File: src/pprv_pkg.sv
// Shared types and constants for the path prefix route validator.
package pprv_pkg;

	// Path limits
	localparam logic [7:0] PATH_LIMIT       = 8'd128;
	localparam logic [3:0] PREFIX_BYTES_MAX = 4'd8;

	// Characters of interest
	localparam logic [7:0] CH_SLASH     = 8'h2f;
	localparam logic [7:0] CH_DOT       = 8'h2e;
	localparam logic [7:0] CH_BACKSLASH = 8'h5c;
	localparam logic [7:0] CH_LOW       = 8'h20;
	localparam logic [7:0] CH_HIGH      = 8'h7e;
	localparam logic [7:0] CH_END       = 8'h00;

	// Configuration register map
	localparam int CFG_INDEX_W = 3;
	localparam int CFG_DATA_W  = 64;

	typedef enum logic [CFG_INDEX_W-1:0] {
		REG_FIRST_CHARS   = 3'd0,
		REG_FIRST_LENGTH  = 3'd1,
		REG_SECOND_CHARS  = 3'd2,
		REG_SECOND_LENGTH = 3'd3
	} pprv_reg_t;

	// Per-lane step control
	typedef struct packed {
		logic step;   // a byte is processed this cycle
		logic last;   // that byte is the terminating zero
	} pprv_lane_ctrl_t;

	// Per-lane verdict at the end of a path
	typedef struct packed {
		logic hit;
		logic ok;
	} pprv_lane_res_t;

endpackage

File: src/pprv_if.sv
// Handshake channel interfaces: path bytes, results and configuration writes.
interface pprv_in_if;
	logic       valid;
	logic       ready;
	logic [7:0] path_byte;

	modport source(output valid, output path_byte, input ready);
	modport sink(input valid, input path_byte, output ready);
endinterface

interface pprv_out_if;
	logic valid;
	logic ready;
	logic path_status;
	logic backend_choice;

	modport source(output valid, output path_status, output backend_choice, input ready);
	modport sink(input valid, input path_status, input backend_choice, output ready);
endinterface

interface pprv_cfg_if import pprv_pkg::*; ();
	logic                   valid;
	logic                   ready;
	logic [CFG_INDEX_W-1:0] index;
	logic [CFG_DATA_W-1:0]  data;

	modport source(output valid, output index, output data, input ready);
	modport sink(input valid, input index, input data, output ready);
endinterface

File: src/pprv_lane.sv
// One prefix lane: prefix match tracking and segment checks of the remainder.
module pprv_lane import pprv_pkg::*; (
	input  logic            clk,
	input  logic            arst_n,
	input  logic [63:0]     prefix_chars,
	input  logic [3:0]      prefix_length,
	input  pprv_lane_ctrl_t ctrl,
	input  logic [7:0]      path_byte,
	input  logic [7:0]      byte_pos,
	output pprv_lane_res_t  res
);

	logic       match_q;
	logic       hit_q;
	logic [1:0] seg_cls_q;
	logic       seg_dots_q;
	logic       rem_started_q;
	logic       rem_err_q;

	logic [3:0] plen;
	logic [3:0] plen_m1;
	logic [7:0] plen_ext;
	logic [7:0] pbyte_cur;
	logic [7:0] pbyte_last;
	logic       seg_bad;
	logic       allowed;

	// Clamp the prefix length and pick the prefix bytes in use
	assign plen       = (prefix_length > PREFIX_BYTES_MAX) ? PREFIX_BYTES_MAX : prefix_length;
	assign plen_m1    = plen - 4'd1;
	assign plen_ext   = {4'd0, plen};
	assign pbyte_cur  = prefix_chars[{byte_pos[2:0], 3'b000} +: 8];
	assign pbyte_last = prefix_chars[{plen_m1[2:0], 3'b000} +: 8];

	// Open segment is empty, "." or ".."
	assign seg_bad = (seg_cls_q == 2'd0) || (seg_dots_q && (seg_cls_q <= 2'd2));
	assign allowed = (path_byte >= CH_LOW) && (path_byte <= CH_HIGH) &&
		(path_byte != CH_BACKSLASH);

	// Verdict for a path that ends now
	always_comb begin
		res.hit = 1'b0;
		res.ok  = 1'b0;
		if ((byte_pos == plen_ext) && match_q) begin
			res.hit = 1'b1;
			res.ok  = !((plen != 4'd0) && (pbyte_last == CH_SLASH));
		end else if ((byte_pos > plen_ext) && hit_q) begin
			res.hit = 1'b1;
			res.ok  = !rem_err_q && !(rem_started_q && seg_bad);
		end
	end

	// Advance the lane state on each processed beat, clear it at the end byte
	always_ff @(posedge clk or negedge arst_n) begin
		if (!arst_n) begin
			match_q       <= 1'b1;
			hit_q         <= 1'b0;
			seg_cls_q     <= 2'd0;
			seg_dots_q    <= 1'b1;
			rem_started_q <= 1'b0;
			rem_err_q     <= 1'b0;
		end else if (ctrl.step) begin
			if (ctrl.last) begin
				match_q       <= 1'b1;
				hit_q         <= 1'b0;
				seg_cls_q     <= 2'd0;
				seg_dots_q    <= 1'b1;
				rem_started_q <= 1'b0;
				rem_err_q     <= 1'b0;
			end else if (byte_pos < plen_ext) begin
				if (path_byte != pbyte_cur) begin
					match_q <= 1'b0;
				end
			end else if (byte_pos == plen_ext) begin
				if (match_q && (path_byte == CH_SLASH)) begin
					hit_q         <= 1'b1;
					rem_started_q <= 1'b1;
					seg_cls_q     <= 2'd0;
					seg_dots_q    <= 1'b1;
				end else begin
					match_q <= 1'b0;
				end
			end else if (hit_q) begin
				if (path_byte == CH_SLASH) begin
					if (seg_bad) begin
						rem_err_q <= 1'b1;
					end
					seg_cls_q  <= 2'd0;
					seg_dots_q <= 1'b1;
				end else begin
					if (!allowed) begin
						rem_err_q <= 1'b1;
					end
					if (path_byte != CH_DOT) begin
						seg_dots_q <= 1'b0;
					end
					if (seg_cls_q != 2'd3) begin
						seg_cls_q <= seg_cls_q + 2'd1;
					end
				end
			end
		end
	end

endmodule

File: src/path_prefix_route_validator.sv
// Top level of the path prefix route validator.
//
// Usage: a path enters on the path channel one byte per beat and ends with
// a zero byte. Each zero byte yields one beat on the result channel carrying
// path_status (0 accepted, 1 invalid) and backend_choice (0 first prefix,
// 1 second prefix, 0 when invalid). Other bytes yield nothing.
// The cfg channel writes the two mount prefixes and their lengths; it is
// always ready and should be used only between paths.
// Timing: a byte is registered in the input register and processed from
// there; the result of a zero byte is registered in the result register,
// from which the receiver takes it.
// Throughput: one byte per cycle, set by the single input register feeding
// two prefix lanes and the result register, unless a zero byte must wait.
// Reset clears the path state and sets both prefixes to zero bytes with
// length one. When the receiver stalls, the result register holds; bytes
// that cause no result keep flowing, and a terminating zero byte waits in
// the input register until the result register is free.
module path_prefix_route_validator import pprv_pkg::*; (
	input  logic        clk,
	input  logic        arst_n,
	pprv_in_if.sink     path,
	pprv_out_if.source  result,
	pprv_cfg_if.sink    cfg
);

	logic [63:0] first_chars_q;
	logic [3:0]  first_len_q;
	logic [63:0] second_chars_q;
	logic [3:0]  second_len_q;

	logic        valid_s1;
	logic [7:0]  byte_s1;

	logic [7:0]  pos_q;
	logic        bad_q;

	logic        res_valid_q;
	logic        status_q;
	logic        backend_q;

	logic            is_end;
	logic            advance;
	logic [7:0]      pos_next;
	logic            pass;
	pprv_lane_ctrl_t lane_ctrl;
	pprv_lane_res_t  res0;
	pprv_lane_res_t  res1;

	// Configuration writes
	assign cfg.ready = 1'b1;

	always_ff @(posedge clk or negedge arst_n) begin
		if (!arst_n) begin
			first_chars_q  <= '0;
			first_len_q    <= 4'd1;
			second_chars_q <= '0;
			second_len_q   <= 4'd1;
		end else if (cfg.valid) begin
			unique case (cfg.index)
				REG_FIRST_CHARS:   first_chars_q  <= cfg.data;
				REG_FIRST_LENGTH:  first_len_q    <= cfg.data[3:0];
				REG_SECOND_CHARS:  second_chars_q <= cfg.data;
				REG_SECOND_LENGTH: second_len_q   <= cfg.data[3:0];
				default: ;
			endcase
		end
	end

	// Stage control: an end byte moves on only when the result slot frees
	assign is_end      = (byte_s1 == CH_END);
	assign advance     = valid_s1 && (!is_end || !res_valid_q || result.ready);
	assign path.ready  = !valid_s1 || advance;
	assign lane_ctrl.step = advance;
	assign lane_ctrl.last = is_end;

	// Input register
	always_ff @(posedge clk or negedge arst_n) begin
		if (!arst_n) begin
			valid_s1 <= 1'b0;
		end else if (path.ready) begin
			valid_s1 <= path.valid;
		end
	end

	always_ff @(posedge clk) begin
		if (path.ready && path.valid) begin
			byte_s1 <= path.path_byte;
		end
	end

	// Byte position and start/length check
	assign pos_next = (pos_q == 8'hff) ? pos_q : pos_q + 8'd1;

	always_ff @(posedge clk or negedge arst_n) begin
		if (!arst_n) begin
			pos_q <= '0;
			bad_q <= 1'b0;
		end else if (advance) begin
			if (is_end) begin
				pos_q <= '0;
				bad_q <= 1'b0;
			end else begin
				pos_q <= pos_next;
				if (((pos_q == 8'd0) && (byte_s1 != CH_SLASH)) || (pos_next >= PATH_LIMIT)) begin
					bad_q <= 1'b1;
				end
			end
		end
	end

	// Prefix lanes
	pprv_lane u_lane0 (
		.clk           (clk),
		.arst_n        (arst_n),
		.prefix_chars  (first_chars_q),
		.prefix_length (first_len_q),
		.ctrl          (lane_ctrl),
		.path_byte     (byte_s1),
		.byte_pos      (pos_q),
		.res           (res0)
	);

	pprv_lane u_lane1 (
		.clk           (clk),
		.arst_n        (arst_n),
		.prefix_chars  (second_chars_q),
		.prefix_length (second_len_q),
		.ctrl          (lane_ctrl),
		.path_byte     (byte_s1),
		.byte_pos      (pos_q),
		.res           (res1)
	);

	// First matching prefix decides; the second is tried only on a miss
	assign pass = !bad_q && (pos_q != 8'd0) &&
		(res0.hit ? res0.ok : (res1.hit && res1.ok));

	// Result register
	always_ff @(posedge clk or negedge arst_n) begin
		if (!arst_n) begin
			res_valid_q <= 1'b0;
		end else if (advance && is_end) begin
			res_valid_q <= 1'b1;
		end else if (result.ready) begin
			res_valid_q <= 1'b0;
		end
	end

	always_ff @(posedge clk) begin
		if (advance && is_end) begin
			status_q  <= !pass;
			backend_q <= pass && !res0.hit;
		end
	end

	assign result.valid          = res_valid_q;
	assign result.path_status    = status_q;
	assign result.backend_choice = backend_q;

endmodule
File: src/flat_wrapper.sv
// flat-port wrapper written by rule: the top's interface ports become plain ports
module path_prefix_route_validator_flat import pprv_pkg::*;
  (clk, arst_n, path_valid, path_path_byte, path_ready, result_valid, result_path_status, result_backend_choice, result_ready, cfg_valid, cfg_index, cfg_data, cfg_ready);
  pprv_in_if path_i ();
  pprv_out_if result_i ();
  pprv_cfg_if cfg_i ();
  input  logic clk;
  input  logic arst_n;
  input wire logic [$bits(path_i.valid)-1:0] path_valid;
  input wire logic [$bits(path_i.path_byte)-1:0] path_path_byte;
  output wire logic [$bits(path_i.ready)-1:0] path_ready;
  output wire logic [$bits(result_i.valid)-1:0] result_valid;
  output wire logic [$bits(result_i.path_status)-1:0] result_path_status;
  output wire logic [$bits(result_i.backend_choice)-1:0] result_backend_choice;
  input wire logic [$bits(result_i.ready)-1:0] result_ready;
  input wire logic [$bits(cfg_i.valid)-1:0] cfg_valid;
  input wire logic [$bits(cfg_i.index)-1:0] cfg_index;
  input wire logic [$bits(cfg_i.data)-1:0] cfg_data;
  output wire logic [$bits(cfg_i.ready)-1:0] cfg_ready;
  assign path_i.valid = path_valid;
  assign path_i.path_byte = path_path_byte;
  assign path_ready = path_i.ready;
  assign result_valid = result_i.valid;
  assign result_path_status = result_i.path_status;
  assign result_backend_choice = result_i.backend_choice;
  assign result_i.ready = result_ready;
  assign cfg_i.valid = cfg_valid;
  assign cfg_i.index = cfg_index;
  assign cfg_i.data = cfg_data;
  assign cfg_ready = cfg_i.ready;
  path_prefix_route_validator u_core (.clk(clk), .arst_n(arst_n), .path(path_i), .result(result_i), .cfg(cfg_i));
endmodule
File: config.mk
export PLATFORM = sky130hd
export DESIGN_NAME = path_prefix_route_validator_flat
export DESIGN_NICKNAME = d
export VERILOG_FILES = /design/src/pprv_pkg.sv /design/src/pprv_if.sv /design/src/pprv_lane.sv /design/src/path_prefix_route_validator.sv /design/src/flat_wrapper.sv
export SDC_FILE = /design/constraint.sdc
export NUM_CORES = 1
export LEC_CHECK = 0
export ABC_AREA = 0
export BUFFER_PORTS_ARGS = -buffer_cell sky130_fd_sc_hd__buf_2
export CORE_MARGIN = 2
export CORE_UTILIZATION = 25
export CTS_BUF_LIST = sky130_fd_sc_hd__clkbuf_8 sky130_fd_sc_hd__clkbuf_16
export CTS_CLUSTER_SIZE = 10
export DETAILED_ROUTE_END_ITERATION = 8
export GPL_TIMING_DRIVEN = 0
export HOLD_SLACK_MARGIN = 0.06
export PLACE_DENSITY = 0.51
export SETUP_SLACK_MARGIN = 0.05
export SYNTH_ARGS = -nofsm -noshare
export SYNTH_HDL_FRONTEND = slang
export SYNTH_SLANG_ARGS = --single-unit
File: constraint.sdc
create_clock -name clk -period 3.7 [get_ports clk]
set_input_delay 0.74 -clock clk [delete_from_list [all_inputs] [get_ports clk]]
set_output_delay 0.74 -clock clk [all_outputs]
set_load 0.05 [all_outputs]
=== Yosys cells after proc, flatten, opt, wreduce, memory -nomap -nowiden ===
Index checks and enable logic that the tools add are counted.

* Bits of input ports: 80
* Output and inout port bits: 5
* Register bits after elaboration: 169
* Logic and storage cells: 219

* $lt $le $gt $ge: 11
* Shift-type cells: 4
* Muxes and demuxes: 68
* Add/subtract/negate cells: 5
* Equal/unequal tests: 29
* Reductions and logical operators: 81

{| class="wikitable"
|+ Operators with widths
! cell !! number
|-
| indexed part select 64 x 7 -> 8 bit || 4
|-
| two-way mux 1 bit || 46
|-
| two-way mux 2 bit || 18
|-
| equality test 8 x 6 -> 1 bit, second input constant || 3
|-
| logical AND 1 bit || 24
|-
| nonzero test 4 bit || 6
|-
| AND reduction 5 bit || 4
|-
| equality test 8 x 4 -> 1 bit || 2
|-
| greater-than comparator 8 x 4 -> 1 bit || 2
|-
| zero test 8 bit || 2
|-
| < comparator 8 x 4 -> 1 bit || 2
|-
| two-way mux 8 bit || 2
|-
| != test 8 x 6 -> 1 bit, second input constant || 2
|-
| != test 8 bit || 2
|-
| AND reduction 4 bit || 4
|-
| nonzero test 2 bit || 8
|-
| != test 3 x 1 -> 1 bit, second input constant || 5
|-
| zero test 1 bit || 12
|-
| != test 3 x 2 -> 1 bit, second input constant || 4
|-
| AND reduction 6 bit || 2
|-
| nonzero test 3 bit || 4
|-
| AND reduction 2 bit || 5
|-
| adder 8 x 1 -> 8 bit, second input constant || 1
|-
| equality test 8 bit, second input constant || 1
|-
| other kinds (17) || 33
|}

=== Longest topological paths before layout ===
* Word-level depth: 12
* Gate-level depth with buffers: 12
* Depth with buffers taken out: 10

=== Modules after synthesis ===
Synthesis repeated with hierarchy kept, for this count alone.

* Cell total of the unflattened synthesis: 706
* Area total of the unflattened synthesis: 9,153.8 µm²

{| class="wikitable"
|+ Modules (own cells, without submodules)
! module !! sequential area each (µm²) !! times used !! area an instance (µm²) !! cells an instance
|-
| path_prefix_route_validator || 3,981.3 || 1 || 6,143.4 || 390
|-
| pprv_lane (u_core.u_lane0) || 152.6 || 1 || 1,529.0 || 160
|-
| pprv_lane (u_core.u_lane1) || 152.6 || 1 || 1,481.4 || 156
|}

=== Worst setup path after synthesis ===
No wires, ideal clock.

* Path type: register -> register
* Start: register u_core.pos_q[0]
* End: register u_core.u_lane1.seg_cls_q[0]
* Path buffers: 3
* Data arrival time: 2.601 ns
* Cell stages (with the launch flop): 13
* Period minus slack after synthesis: 2.680 ns
* Data required time: 3.621 ns
* Setup slack: 1.020 ns
* Library setup time: 0.079 ns
* Cell sequence: dfrtp_1 > buf_4 > buf_6 > buf_2 > inv_1 > ha_1 > and4_1 > nand2_2 > or3_1 > a21oi_2 > o21ai_2 > or3_1 > mux2i_1

* Longest elaborated chain between the ends: 4
* Elaborated cells between the ends (all ways): 10
* Classes of those cells: order compare: 1; eq/ne: 3; mux: 3; reduce/logical: 3

{| class="wikitable"
|+ Ends and longest elaborated chain
! element !! RTL line !! source
|-
| from (decl) || path_prefix_route_validator.sv:34 || <nowiki>logic [7:0] pos_q;</nowiki>
|-
| from (signal assigned) || path_prefix_route_validator.sv:103 || <nowiki>pos_q <= pos_next;</nowiki>
|-
| parallel branches: the longest is 4 deep, another holds < comparator 8 x 4 -> 1 bit || -- ||
|-
| to (signal assigned) || pprv_lane.sv:98 || <nowiki>seg_cls_q <= seg_cls_q + 2'd1;</nowiki>
|-
| to (decl) || pprv_lane.sv:15 || <nowiki>logic [1:0] seg_cls_q;</nowiki>
|}

Parallel ways; which one is timed is not known. The select of a mux whose other input is x is not followed.
A chain may end at the register's enable or synchronous reset.

=== Final worst setup path ===
* Start: register u_core.second_len_q[0]
* End: register u_core.backend_q, in the netlist u_core.result.backend_choice, data pin

* Longest elaborated chain between the ends: 12
* Elaborated cells between the ends (all ways): 18
* Classes of those cells: add/sub: 1; order compare: 2; eq/ne: 2; shift: 1; mux: 4; reduce/logical: 8

{| class="wikitable"
|+ Ends and longest elaborated chain
! element !! RTL line !! source
|-
| from (decl) || path_prefix_route_validator.sv:29 || <nowiki>logic [3:0] second_len_q;</nowiki>
|-
| from (signal assigned) || path_prefix_route_validator.sv:63 || <nowiki>REG_SECOND_LENGTH: second_len_q <= cfg.data[3:0];</nowiki>
|-
| greater-than comparator 4 bit || pprv_lane.sv:29 || <nowiki>assign plen = (prefix_length > PREFIX_BYTES_MAX) ? PREFIX_BYTES_MAX : prefix_length;</nowiki>
|-
| two-way mux 4 bit (*) || pprv_lane.sv:29 ||
|-
| subtractor 3 x 1 -> 3 bit || pprv_lane.sv:30 || <nowiki>assign plen_m1 = plen - 4'd1;</nowiki>
|-
| indexed part select 64 x 7 -> 8 bit || pprv_lane.sv:33 || <nowiki>assign pbyte_last = prefix_chars[{plen_m1[2:0], 3'b000} +: 8];</nowiki>
|-
| equality test 8 x 6 -> 1 bit || pprv_lane.sv:46 || <nowiki>res.ok = !((plen != 4'd0) && (pbyte_last == CH_SLASH));</nowiki>
|-
| logical AND 1 bit || pprv_lane.sv:46 ||
|-
| zero test 1 bit || pprv_lane.sv:46 ||
|-
| two-way mux 2 bit (*) || pprv_lane.sv:44 || <nowiki>if ((byte_pos == plen_ext) && match_q) begin</nowiki>
|-
| logical AND 1 bit (*) || path_prefix_route_validator.sv:136 || <nowiki>(res0.hit ? res0.ok : (res1.hit && res1.ok));</nowiki>
|-
| two-way mux 1 bit (*) || path_prefix_route_validator.sv:136 ||
|-
| logical AND 1 bit (*) || path_prefix_route_validator.sv:135 || <nowiki>assign pass = !bad_q && (pos_q != 8'd0) &&</nowiki>
|-
| logical AND 1 bit (*) || path_prefix_route_validator.sv:152 || <nowiki>backend_q <= pass && !res0.hit;</nowiki>
|-
| to (signal assigned) || path_prefix_route_validator.sv:152 ||
|-
| to (decl) || path_prefix_route_validator.sv:39 || <nowiki>logic backend_q;</nowiki>
|}

Mark *: on every way between the ends. The rest lies on a longest branch, timed or not.

==> impl_metrics.env <==
export IMPL_netlist_area_leader_share_pct=44.04
export IMPL_overflow=0
export IMPL_ys_async_sr_fraction_pct=94.08
export IMPL_syn_inst=668
export IMPL_rr_startpoint="u_core.second_len_q[0]"
export IMPL_n_antenna_cell=0
export IMPL_seqPwrFrac_pct=42.9
export IMPL_drt_iter0_drc=515
export IMPL_nNetsFinal=869
export IMPL_grt_pass1_vias=6181
export IMPL_pwr_share_clk_pct=28.7
export IMPL_worst_pin_slew_ps=932.6
export IMPL_rsz0062_at_grt="false"
export IMPL_grt_max_degree=109
export IMPL_h_tree_depth=4
export IMPL_grt_pass1_wl_mm=39.03
export IMPL_r2r_end="u_core.result.backend_choice"
export IMPL_wl_per_cell_um=20.60
export IMPL_rows=68
export IMPL_ios=85
export IMPL_synth_ff_type="dfrtp_1"
export IMPL_synth_avg_cell_area_um2=13.02
export IMPL_cts_clk_slew_worst_paths_ps=70
export IMPL_areaGrowthSynthToFinish_pct=18.38
export IMPL_die_area_mm2=0.03629
export IMPL_synth_cell_types=61
export IMPL_synth_seq_cells=169
export IMPL_swShare_pct=34.60
export IMPL_p_sw_mw=2.122
export IMPL_internal_power_mw=4.011
export IMPL_drc=0
export IMPL_pwr_share_comb_pct=28.4
export IMPL_drive_gt1_share_pct=38.90
export IMPL_hold_path_class="input port to async pin"
export IMPL_die_height_um=190.5
export IMPL_clock_root_buffer="clkbuf_16"
export IMPL_cts_tree="yes"
export IMPL_setup_viol=0
export IMPL_grt_antenna_before_repair=0
export IMPL_yosys_top_cells_area="dfrtp_1, mux2_2, mux4_2"
export IMPL_grtUsageTotal_pct=14.64
export IMPL_die_w_um=190.5
export IMPL_portBuffers=83
export IMPL_crit_family="simple AND/OR/NAND/NOR gates"
export IMPL_path_cells="nor2b_1 -> inv_2 -> ha_1 -> nand4bb_1 -> nor4b_1 -> nor4_1 -> a2111oi_2 -> o21ai_0 -> and3b_1"
export IMPL_reg2reg_depth=9
export IMPL_period_share_pct=87.68
export IMPL_yosysWarningCount=0
export IMPL_start_kind="flip-flop"
export IMPL_cts_buffers_inserted=17
export IMPL_seq_area_frac_synth_pct=49.30
export IMPL_routed_wl_mm=25.53
export IMPL_clockBufferDepth=2
export IMPL_cp_depth=9
export IMPL_cap_violations=0
export IMPL_fin_util_pct=29.94
export IMPL_power_density_mw_per_mm2=595.9
export IMPL_status="completed"
export IMPL_fin_crit_ps=3244
export IMPL_maxSlewViolCount=0
export IMPL_hold_slack_ps=204.2
export IMPL_drtAntennaViolNets=0
export IMPL_synth_area_mm2=0.008695
export IMPL_cpPeakStageDelay_ps=530
export IMPL_arrival_ps=3430
export IMPL_cp_max_fo=9
export IMPL_num_vias=6005
export IMPL_yosysTopAreaCell="dfrtp_1"
export IMPL_nFillCells=3580
export IMPL_routabilityCongestion=0.8178
export IMPL_clock_skew_final_ps=14.70
export IMPL_drtPass1Iterations=5
export IMPL_hpwl_mm=19.80
export IMPL_max_freq_mhz=308.2
export IMPL_numClockSinks=169
export IMPL_reg2reg_slack_ps=460
export IMPL_end_kind="flip-flop"
export IMPL_worstSkewPairLatency_ps=450
export IMPL_core_area_mm2=0.03437
export IMPL_p_leak_nw=4.188
export IMPL_worstPathRequired_ps=3890
export IMPL_cp_num_buf_inv=1
export IMPL_max_slew_margin_pct=36.98
export IMPL_peakVddDrop_mv=0.3065
export IMPL_hold_viol=0
export IMPL_vias_per_cell=4.847
export IMPL_start_util_pct=25.29
export IMPL_cts_hold_buffers=0
export IMPL_critPathSlowestCell="dfstp_2"
export IMPL_synth_edf_count=10
export IMPL_criticalPathCategory="flip-flop to flip-flop"
export IMPL_syn_nets=766
cell type report:
type                    count  area (um2)  share of cell area (%)
flip-flops and latches    169        4287                   41.65
inverters                  18       67.56                  0.6565
clock inverters            15       143.9                   1.398
plain buffers              30       152.6                   1.483
multi-input cells         451        4194                   40.75
well taps                 455       569.3                   5.531
clock buffers              17       425.4                   4.133
repair buffers             84       452.9                   4.401
flip-flops by register name, summed over array words and instances, names as in the netlist, 2 cells and up:
| signal | flops |
|---|---|
| u_core.second_len_q | 4 |
| u_core.byte_s1 | 8 |
| u_core.u_lane1.seg_cls_q | 2 |
| u_core.first_len_q | 4 |
| u_core.pos_q | 8 |
| u_core.first_chars_q | 64 |
| u_core.second_chars_q | 64 |
| u_core.u_lane0.seg_cls_q | 2 |
layout by cell type, fill, tap and decap left out, drive strengths merged, types with 7 or more instances in the layout:
cell and n:
dfrtp 153, nand4 15, a21oi 20, ha 18
nor3 11, xnor2 7, nand2b 7, nand2 18
nand3 18, clkbuf 34, inv 28, mux4 27
nor4b 7, buf 97, o21ai 29, nor2b 8
mux2i 25, edfxtp 10, mux2 137, nor2 20
xor2 10
cells by family (layout without fill, tap and decap cells):
kind of cell | count (synthesis) | after routing | synth area share, %
mux | 189 | 189 | 27.62
simple gates | 147 | 147 | 10.61
other cells | 1 | 1 | 0.04313
compound gates | 79 | 79 | 5.598
flops | 169 | 169 | 49.30
fa+ha+maj | 18 | 18 | 2.590
xor+xnor | 17 | 17 | 1.712
buf+inv | 48 | 164 | 2.533
cell usage after synthesis (all sizes together), types with 6 or more instances:
| cell | n |
|---|---|
| a31oi | 6 |
| xor2 | 10 |
| dfstp | 6 |
| nand4 | 15 |
| nor4bb | 6 |
| and4 | 6 |
| nor4b | 7 |
| nand2b | 7 |
| clkbuf | 17 |
| a21oi | 20 |
| nand4bb | 6 |
| nor2 | 20 |
| mux2i | 25 |
| xnor2 | 7 |
| nand2 | 18 |
| dfrtp | 153 |
| nand3 | 18 |
| mux2 | 137 |
| mux4 | 27 |
| o21ai | 29 |
| edfxtp | 10 |
| nor2b | 8 |
| nor3 | 11 |
| buf | 13 |
| ha | 18 |
| inv | 18 |
metal layers:
layer,part of all wire [%],global-route usage [%],up-vias
li1,-,-,2744
met1,45,19.69,3089
met2,49,24.38,156
met3,4.9,2.760,16
met4,1.0,3.369,0
met5,0,0,-
worst max path at each step:
stage,from,end,slack [ps]
after detailed placement,u_core.second_len_q[0],u_core.result.backend_choice,180
final,u_core.second_len_q[0],u_core.result.backend_choice,460
after global placement,arst_n,u_core.second_chars_q[28],-750
after CTS,u_core.second_len_q[0],u_core.result.backend_choice,160
after floorplan,u_core.pos_q[0],u_core.u_lane1.seg_cls_q[0],1020
after global routing,u_core.second_len_q[0],u_core.result.backend_choice,190
power groups by stage:
stage / combinational (mW) / sequential [mW] / clock (mW)
2_1_floorplan: 1.29 / 2.47 / 0
3_3_place_gp: 1.71 / 2.66 / 0
3_5_place_dp: 1.74 / 2.67 / 0
4_1_cts: 1.75 / 2.63 / 1.82
5_1_grt: 1.90 / 2.68 / 1.89
6_report: 1.74 / 2.63 / 1.76
per-stage QoR:
stage          setup slack [ps]  instances  cell area, um2  power (mW)  setup TNS, ps
3_5_place_dp              179.6       1207            9717       4.408              0
6_report                  455.8       1239           10290       6.134              0
3_3_place_gp             -748.2       1206            9679       4.370        -112750
4_1_cts                   159.3       1239           10290       6.194              0
5_1_grt                   185.2       1239           10290       6.465              0
2_1_floorplan              1020        668            8695       3.758              0
worst register-to-register path: stages, from the launching register on:
cell and delay, ps:
dfstp_2 530, nor2b_1 360, inv_2 130, ha_1 480, nand4bb_1 150, nor4b_1 330, nor4_1 150, a2111oi_2 490
o21ai_0 140, and3b_1 220
repair_timing:
item                                    4_1_cts  5_1_grt
buffers inserted                              0        0
endpoints found under the setup margin        0        2
resized for setup                             0        2
No activity file was read; power rests on OpenSTA's default activity.
